**src/hdl/rilu_pkg.sv**
```systemverilog
// shared types and constants for the ipv4 range table lookup unit
// no dependencies; imported by rilu_scan_unit, the top unit and the bench
package rilu_pkg;

	localparam int OPCODE_W     = 2;
	localparam int SLOT_W       = 16;
	localparam int ADDR_W       = 32;
	localparam int UPPER_W      = 32;
	localparam int OFFSET_W     = 24;
	localparam int LENGTH_W     = 8;
	localparam int LIMIT_W      = 17;
	localparam int PREFIX_COUNT = 256;
	localparam int PREFIX_AW    = 8;
	localparam int ENTRY_W      = UPPER_W + OFFSET_W + LENGTH_W;

	typedef enum logic [OPCODE_W-1:0] {
		OP_WRITE_PREFIX = 2'd0,
		OP_WRITE_ENTRY  = 2'd1,
		OP_LOOKUP       = 2'd2
	} opcode_t;

	typedef enum logic [1:0] {
		ST_IDLE,
		ST_PFX,
		ST_SCAN,
		ST_DONE
	} state_t;

	typedef struct packed {
		logic load_addr;
		logic load_idx;
		logic step;
		logic capture;
	} scan_ctrl_t;

	typedef struct packed {
		logic in_range;
		logic hit;
	} scan_stat_t;

endpackage

```
**src/hdl/rilu_scan_unit.sv**
```systemverilog
// scan datapath: entry index counter, limit compare and upper bound compare
// depends on rilu_pkg
module rilu_scan_unit import rilu_pkg::*; #(
	parameter int CNT_W = 17
) (
	input  logic                clk,
	input  logic                arst_n,
	input  scan_ctrl_t          ctrl,
	input  logic [ADDR_W-1:0]   ip_address,
	input  logic [SLOT_W-1:0]   start_idx,
	input  logic [CNT_W-1:0]    limit,
	input  logic [ENTRY_W-1:0]  entry_rdata,
	output logic [CNT_W-1:0]    idx,
	output scan_stat_t          stat,
	output logic                res_found,
	output logic [OFFSET_W-1:0] res_offset,
	output logic [LENGTH_W-1:0] res_length
);

	logic [ADDR_W-1:0]  addr_q;
	logic [CNT_W-1:0]   idx_q;
	logic               pend_q;
	logic [UPPER_W-1:0] upper;

	always_comb begin
		upper         = entry_rdata[ENTRY_W-1 -: UPPER_W];
		stat.in_range = idx_q < limit;
		// entry read last cycle is checked against the address
		stat.hit      = pend_q && (upper >= addr_q);
	end

	assign idx = idx_q;

	always_ff @(posedge clk or negedge arst_n) begin
		if (!arst_n) begin
			pend_q <= 1'b0;
		end else if (ctrl.load_idx) begin
			pend_q <= 1'b0;
		end else if (ctrl.step) begin
			pend_q <= stat.in_range;
		end
	end

	always_ff @(posedge clk) begin
		if (ctrl.load_addr) begin
			addr_q <= ip_address;
		end
		if (ctrl.load_idx) begin
			idx_q <= CNT_W'(start_idx);
		end else if (ctrl.step && stat.in_range) begin
			idx_q <= idx_q + CNT_W'(1);
		end
		if (ctrl.capture) begin
			res_found  <= stat.hit;
			res_offset <= stat.hit ? entry_rdata[LENGTH_W +: OFFSET_W] : '0;
			res_length <= stat.hit ? entry_rdata[LENGTH_W-1:0] : '0;
		end
	end

endmodule

```
**config.mk**
```make
export PLATFORM = sky130hd
export DESIGN_NAME = rilu_scan_unit
export DESIGN_NICKNAME = d
export VERILOG_FILES = /design/src/hdl/rilu_pkg.sv /design/src/hdl/rilu_scan_unit.sv
export SDC_FILE = /design/constraint.sdc
export NUM_CORES = 1
export LEC_CHECK = 0
export BUFFER_PORTS_ARGS = -buffer_cell sky130_fd_sc_hd__buf_2
export CAP_MARGIN = 15
export CORE_ASPECT_RATIO = 1.2
export CORE_UTILIZATION = 40
export DETAILED_ROUTE_END_ITERATION = 8
export PLACE_DENSITY = 0.71
export SYNTH_ARGS = -nofsm -noshare
export SYNTH_HDL_FRONTEND = slang
export SYNTH_SLANG_ARGS = --single-unit
```
**constraint.sdc**
```tcl
create_clock -name clk -period 2.35 [get_ports clk]
set_clock_uncertainty 0.1 [all_clocks]
set_input_delay 0.47 -clock clk [delete_from_list [all_inputs] [get_ports clk]]
set_output_delay 0.47 -clock clk [all_outputs]
set_load 0.01 [all_outputs]
```
==> impl_metrics.py, run 1 <==
metrics = {
    "floorplan": {
        "dieArea_sq_um": 11500,
        "core_area_sq_um": 10600,
        "die_width_um": 98.0,
        "dieHeight_um": 117,
        "start_util_pct": 41.6,
        "io_pins": 187,
        "rows": 41,
    },
    "timing": {
        "tns_ns": -4.52,
        "drv_slew": 0,
        "fmax_mhz": 368,
        "period_share_pct": 116,
        "fin_crit_ns": 2.71,
        "hold_viol": 0,
        "maxSlewHeadroom_pct": 50.9,
        "fin_ws_ns": -0.364,
        "setup_viol": 34,
        "worst_slew_pin_slew_ns": 0.737,
        "rsz0062_at_grt": "yes",
        "hold-worst-slack_ns": 0.206,
    },
    "clock_network": {
        "cts_sinks": 83,
        "clk_pin_slew_ns": 0.06,
        "clk_path_buf_depth": 2,
        "cts_max_level": 3,
        "clock-root-buffer": "clkbuf_16",
        "cts_tree": "built",
        "cts_inserted_buffers": 9,
        "clk_latency_ns": 0.34,
    },
    "yosys": {
        "synth_area_leaders": "edfxtp_1, ha_1, a21boi_1",
        "synth_top_area_cell": "edfxtp_1",
        "synth_cell_types": 34,
        "synth_top_cell_area_share_pct": 55.0,
        "synth_nets": 557,
        "ys.flop_type": "edfxtp_1",
        "async_flop_share_pct": 1.20,
        "ys.warnings.count": 0,
        "synth_seq_area_share_pct": 56.0,
        "synth_edf_count": 81,
        "syn_inst": 373,
        "syn_area_per_cell_sq_um": 11.9,
        "synth-seq-cells": 83,
        "synth_area_sq_um": 4420,
    },
    "flow_run": {
        "drv_cap": 0,
    },
    "drt": {
        "drt_iter0_drc": 127,
        "avgViaCountPerCell": 4.96,
        "wl_per_cell_um": 15.3,
        "vias": 3625,
        "drt-pass1-iter-count": 7,
        "wl_um": 11200,
        "ant_nets": 0,
        "drc": 14,
    },
    "pwr": {
        "power_density_nw_per_um2": 635,
        "worst_ir_drop_vdd_mv": 0.315,
        "leakagePower_nw": 3.01,
    },
    "global_route": {
        "grt_pass1_wl_um": 16700,
        "grt_antenna_before_repair": 1,
        "grt_pass1_vias": 3622,
        "grt-ovfl-total": 0,
        "grt_max_degree": 36,
        "grt.total_usage_pct": 19.2,
    },
    "critical_path": {
        "reg2reg_depth": 11,
        "end_kind": "output pin",
        "worst_setup_path_start_kind": "register",
        "worstPathMaxFanout": 2,
        "arrival_ns": 2.14,
        "cp_data_required_time_ns": 1.78,
        "worst-setup-path-type": "reg -> out",
    },
    "placement": {
        "dpl.hpwl_um": 8370,
        "post-place-ws_ns": -0.379,
        "portBuffers": 186,
        "routabilityCongestion": 0.799,
    },
    "run_status": {
        "outcome": "complete, but fails checks",
        "violations": "design-rule violations, negative setup slack",
    },
    "hold_path": {
        "min_path_cells": 1,
        "hold_class": "in -> reg",
    },
    "final_layout": {
        "drive_gt1_share_pct": 48.0,
        "n_antenna_cell": 0,
        "nNetsFinal": 781,
        "area_growth_pct": 44.6,
    },
}
## routing by layer
metal	track usage, %	up-vias	routed length (um)
li1	-	1790	-
met1	19.9	1678	4120
met2	36.4	140	5960
met3	6.95	15	980
met4	5.56	2	142
met5	0	-	13
## power by group
part | switching [mW] | internal, mW
Clock | 0.588 | 0.831
Sequential | 0.0563 | 1.77
Combinational | 0.395 | 0.422
## cells by family after synthesis
| logic type | share of synthesized area, % |
|---|---|
| flip-flops | 56.0 |
| buffers and inverters | 5.69 |
| AO/OA/AOI/OAI | 12.7 |
| XOR/XNOR | 2.77 |
| AND/OR/NAND/NOR | 8.43 |
| multiplexers | 0.509 |
| adder cells (fa/ha/maj) | 13.9 |
## placed cells by master (no fill, tap or decap), types with 3 or more instances in the layout
cell,synthesis,final
buf_2,2,184
edfxtp_1,81,81
inv_1,50,49
ha_1,49,41
a21boi_2,0,31
nand2_1,31,29
buf_4,0,28
a21oi_1,21,20
o21ai_0,23,19
nand3_1,12,12
clkbuf_16,0,11
nor2_1,10,9
nand4_1,8,8
ha_4,0,8
xnor2_1,7,7
xor2_1,7,7
a21o_1,7,7
o21ai_1,0,4
and4_1,3,3
inv_6,0,3
buf_8,0,3
buf_6,3,3
## final timing paths
| path | from | end | slack (ns) |
|---|---|---|---|
| setup / recovery | addr_q[21] | stat[0] | -0.36 |
| hold / removal | ip_address[15] | addr_q[15] | 0.21 |
| setup reg to reg | addr_q[21] | res_offset[21] | -0.15 |
| hold reg to reg | idx[16] | idx[16] | 0.50 |
| max in group asynchronous | arst_n | pend_q | 1.70 |
| min in group asynchronous | arst_n | pend_q | 0.37 |
## critical path, stage by stage, from the launching register on
cell and delay (ns):
edfxtp_1 0.38, inv_2 0.08, ha_4 0.19, a21o_1 0.15
a21o_1 0.16, a221oi_2 0.26, nor2_2 0.09, a221oi_4 0.30
nand2_4 0.07, buf_6 0.13
## Yosys cell counts, types with 3 or more instances
master    number
o21ai_0       23
ha_1          49
nand2b_1       3
edfxtp_1      81
xor2_1         7
a21boi_0       3
clkbuf_1       4
buf_6          3
a21oi_1       21
and4_1         3
a21boi_1      29
nand4_1        8
nor2_1        10
xnor2_1        7
a21o_1         7
nand2_1       31
nand3_1       12
inv_1         50
## stage by stage
step	power (mW)	cell area (sq um)	utilization, %	instances
global route	4.26	6390	60.2	731
global placement	2.53	5710	53.7	703
detailed placement	2.57	5710	53.7	703
CTS	4.03	6130	57.7	724
finish	4.06	6390	60.2	731
floorplan	2.20	4470	-	373
## what timing repair did
| item | CTS | global route |
|---|---|---|
| pin swaps | 9 | 37 |
| hold buffers | 1 | 0 |
| cloned | 0 | 3 |
| resized for setup | 16 | 46 |
| setup buffers | 5 | 4 |
| setup endpoints to repair | 32 | 50 |
| endpoints found under the hold margin | 1 | 0 |
## state kept, by name, indices dropped and copies added (netlist names)
| signal | flops |
|---|---|
| addr_q | 32 |
| idx | 17 |
| res_length | 8 |
| res_found | 1 |
| pend_q | 1 |
| res_offset | 24 |
## area by class of cell
cell class	count	area, sq um
timing repair buffer	223	1310
clock inverter	7	73.8
clock buffer	9	225
inverter	50	188
sequential	83	2480
tap	129	161
multi-input combinational	230	1960
fill	880	4230
(Power assumes the default switching activity.)
==> run 2: changes to the inputs <==
--- a/config.mk
+++ b/config.mk
@@ -7,7 +7,7 @@
 export LEC_CHECK = 0
 export BUFFER_PORTS_ARGS = -buffer_cell sky130_fd_sc_hd__buf_2
 export CAP_MARGIN = 15
-export CORE_ASPECT_RATIO = 1.2
+export CORE_MARGIN = 1.5
 export CORE_UTILIZATION = 40
 export DETAILED_ROUTE_END_ITERATION = 8
 export PLACE_DENSITY = 0.71
==> impl_metrics.py, run 2 (synthesized netlist as in run 1, its figures left out) <==
metrics = {
    "run_status": {
        "outcome": "complete, but fails checks",
        "violations": "negative setup slack",
    },
    "critical_path": {
        "path_buf_inv": 2,
        "path_common_cell": "a21o_1",
        "critPathMaxStageDelay_ns": 0.39,
        "crit_family": "compound AO/OA/AOI/OAI gates",
        "worst_setup_path_start_kind": "register",
        "end_kind": "output pin",
        "reg2reg_depth": 9,
        "worst-setup-path-type": "reg -> out",
        "r2r-start": "addr_q[21]",
        "slowest_stage": "edfxtp_1",
        "r2r-end": "res_length[0]",
        "path_cells": "inv_2 > ha_4 > a21o_1 > a21o_1 > a221oi_2 > nor2_1 > a221oi_4 > nand2_4 > buf_6",
        "worstPathMaxFanout": 2,
        "arrival_ns": 2.15,
        "cp_data_required_time_ns": 1.78,
        "rrSetupSlack_ns": -0.13,
    },
    "clock_network": {
        "clock-root-buffer": "clkbuf_8",
        "clk_pin_slew_ns": 0.09,
        "cts_tree": "built",
        "cts_inserted_buffers": 9,
        "clk_path_buf_depth": 2,
        "clk_latency_ns": 0.36,
        "cts_sinks": 83,
        "cts_max_level": 3,
    },
    "final_layout": {
        "largest_reg_flops": 32,
        "drive_gt1_share_pct": 43.0,
        "nNetsFinal": 777,
        "layout_commonest_cell": "buf_2",
        "layout_common_cells": "buf_2, edfxtp_1, inv_1",
        "final_util_pct": 56.6,
        "area_growth_pct": 38.1,
        "n_antenna_cell": 0,
        "top_register": "addr_q",
    },
    "timing": {
        "period_share_pct": 116,
        "fin_crit_ns": 2.72,
        "setup_viol": 34,
        "tns_ns": -2.60,
        "fmax_mhz": 368,
        "fin_ws_ns": -0.369,
        "maxSlewHeadroom_pct": 51.2,
        "hold_viol": 0,
        "worst_slew_pin_slew_ns": 0.732,
        "drv_slew": 0,
        "rsz0062_at_grt": "yes",
    },
    "global_route": {
        "grt_pass1_vias": 3513,
        "grt-ovfl-total": 0,
        "grt_antenna_before_repair": 1,
        "grt_max_degree": 36,
        "grt.total_usage_pct": 18.1,
        "grt_pass1_wl_um": 16200,
    },
    "drt": {
        "wl_um": 10700,
        "avgViaCountPerCell": 4.84,
        "drc": 0,
        "ant_nets": 0,
        "wl_per_cell_um": 14.5,
        "drt_iter0_drc": 210,
        "vias": 3575,
        "drt-pass1-iter-count": 4,
    },
    "pwr": {
        "power_frac_clock_pct": 28.9,
        "power.switching_mw": 0.986,
        "leakagePower_nw": 2.90,
        "swShare_pct": 27.1,
        "p_int_mw": 2.65,
        "seq_power_share_pct": 49.9,
        "worst_ir_drop_vdd_mv": 0.246,
        "p_comb_share_pct": 21.2,
        "power_density_nw_per_um2": 596,
    },
    "floorplan": {
        "rows": 38,
        "dieHeight_um": 108,
        "core_area_sq_um": 10800,
        "dieArea_sq_um": 11700,
        "io_pins": 187,
        "die_width_um": 108,
        "start_util_pct": 41.0,
    },
    "placement": {
        "dpl.hpwl_um": 8180,
        "post-place-ws_ns": -0.471,
        "portBuffers": 186,
        "routabilityCongestion": 0.850,
    },
    "hold_path": {
        "hold_class": "in -> reg",
        "hold_end": "addr_q[30]",
        "min_path_cells": 1,
        "worstHoldStart": "ip_address[30]",
    },
    "flow_run": {
        "drv_cap": 0,
    },
}
run 2: cell types whose count changed in the layout (fill, tap and decap cells not counted), moves of 2 or more:
cell and delta:
a21boi_2 -31, a21boi_1 +28, clkbuf_16 -11, clkbuf_8 +9
a21boi_0 +3, buf_4 +3, buf_8 -3, ha_1 -2
ha_4 +2
run 2: worst max path at each step:
stage | startpoint | to | slack (ns) | depth (start not counted)
global placement | entry_rdata[53] | res_offset[23] | -0.33 | 9
floorplan | entry_rdata[62] | stat[0] | -0.14 | 6
finish | addr_q[21] | stat[0] | -0.37 | 9
global route | addr_q[21] | stat[0] | -0.49 | 9
detailed placement | entry_rdata[51] | res_length[0] | -0.47 | 9
CTS | addr_q[21] | stat[0] | -0.42 | 9
run 2: through the flow:
stage / cells / hold WS [ns] / total power [mW] / cell area (sq um)
after global placement: 713 / 0.147 / 2.53 / 5710
after global routing: 738 / 0.160 / 3.83 / 6110
after floorplan: 373 / 0.0744 / 2.20 / 4470
final: 738 / 0.183 / 3.64 / 6110
after detailed placement: 713 / 0.148 / 2.57 / 5710
after CTS: 735 / 0.166 / 3.66 / 6060
run 2: layout make-up:
cell class	instances	area, sq um
multi-input cells	230	1860
repair buffers	219	1210
flip-flops and latches	83	2480
clock inverters	7	73.8
inverters	50	188
well taps	140	175
clock buffers	9	124
fillers	949	4680
run 2: timing repair:
item                                    in CTS  in global routing
pin swaps                                    9                  4
hold buffers                                 1                  0
endpoints found under the setup margin      34                 34
setup buffers                                6                  4
gates cloned                                 0                  0
resized for setup                           16                  4
endpoints found under the hold margin        1                  0
run 2: layer usage:
| metal | global-route usage, % | vias up | routed length, um | part of all wire (%) |
|---|---|---|---|---|
| li1 | - | 1778 | - | - |
| met3 | 4.16 | 17 | 860 | 8.1 |
| met4 | 7.24 | 2 | 205 | 1.9 |
| met1 | 21.7 | 1628 | 4450 | 42 |
| met2 | 31.5 | 150 | 5140 | 48 |
| met5 | 0 | - | 12 | 0.11 |
run 2: power by group through the flow:
stage | clock, mW | sequential, mW | combinational [mW]
2_1_floorplan | 0 | 1.90 | 0.301
3_3_place_gp | 0 | 1.84 | 0.690
3_5_place_dp | 0 | 1.84 | 0.722
4_1_cts | 1.08 | 1.81 | 0.762
5_1_grt | 1.14 | 1.83 | 0.866
6_report | 1.05 | 1.81 | 0.773
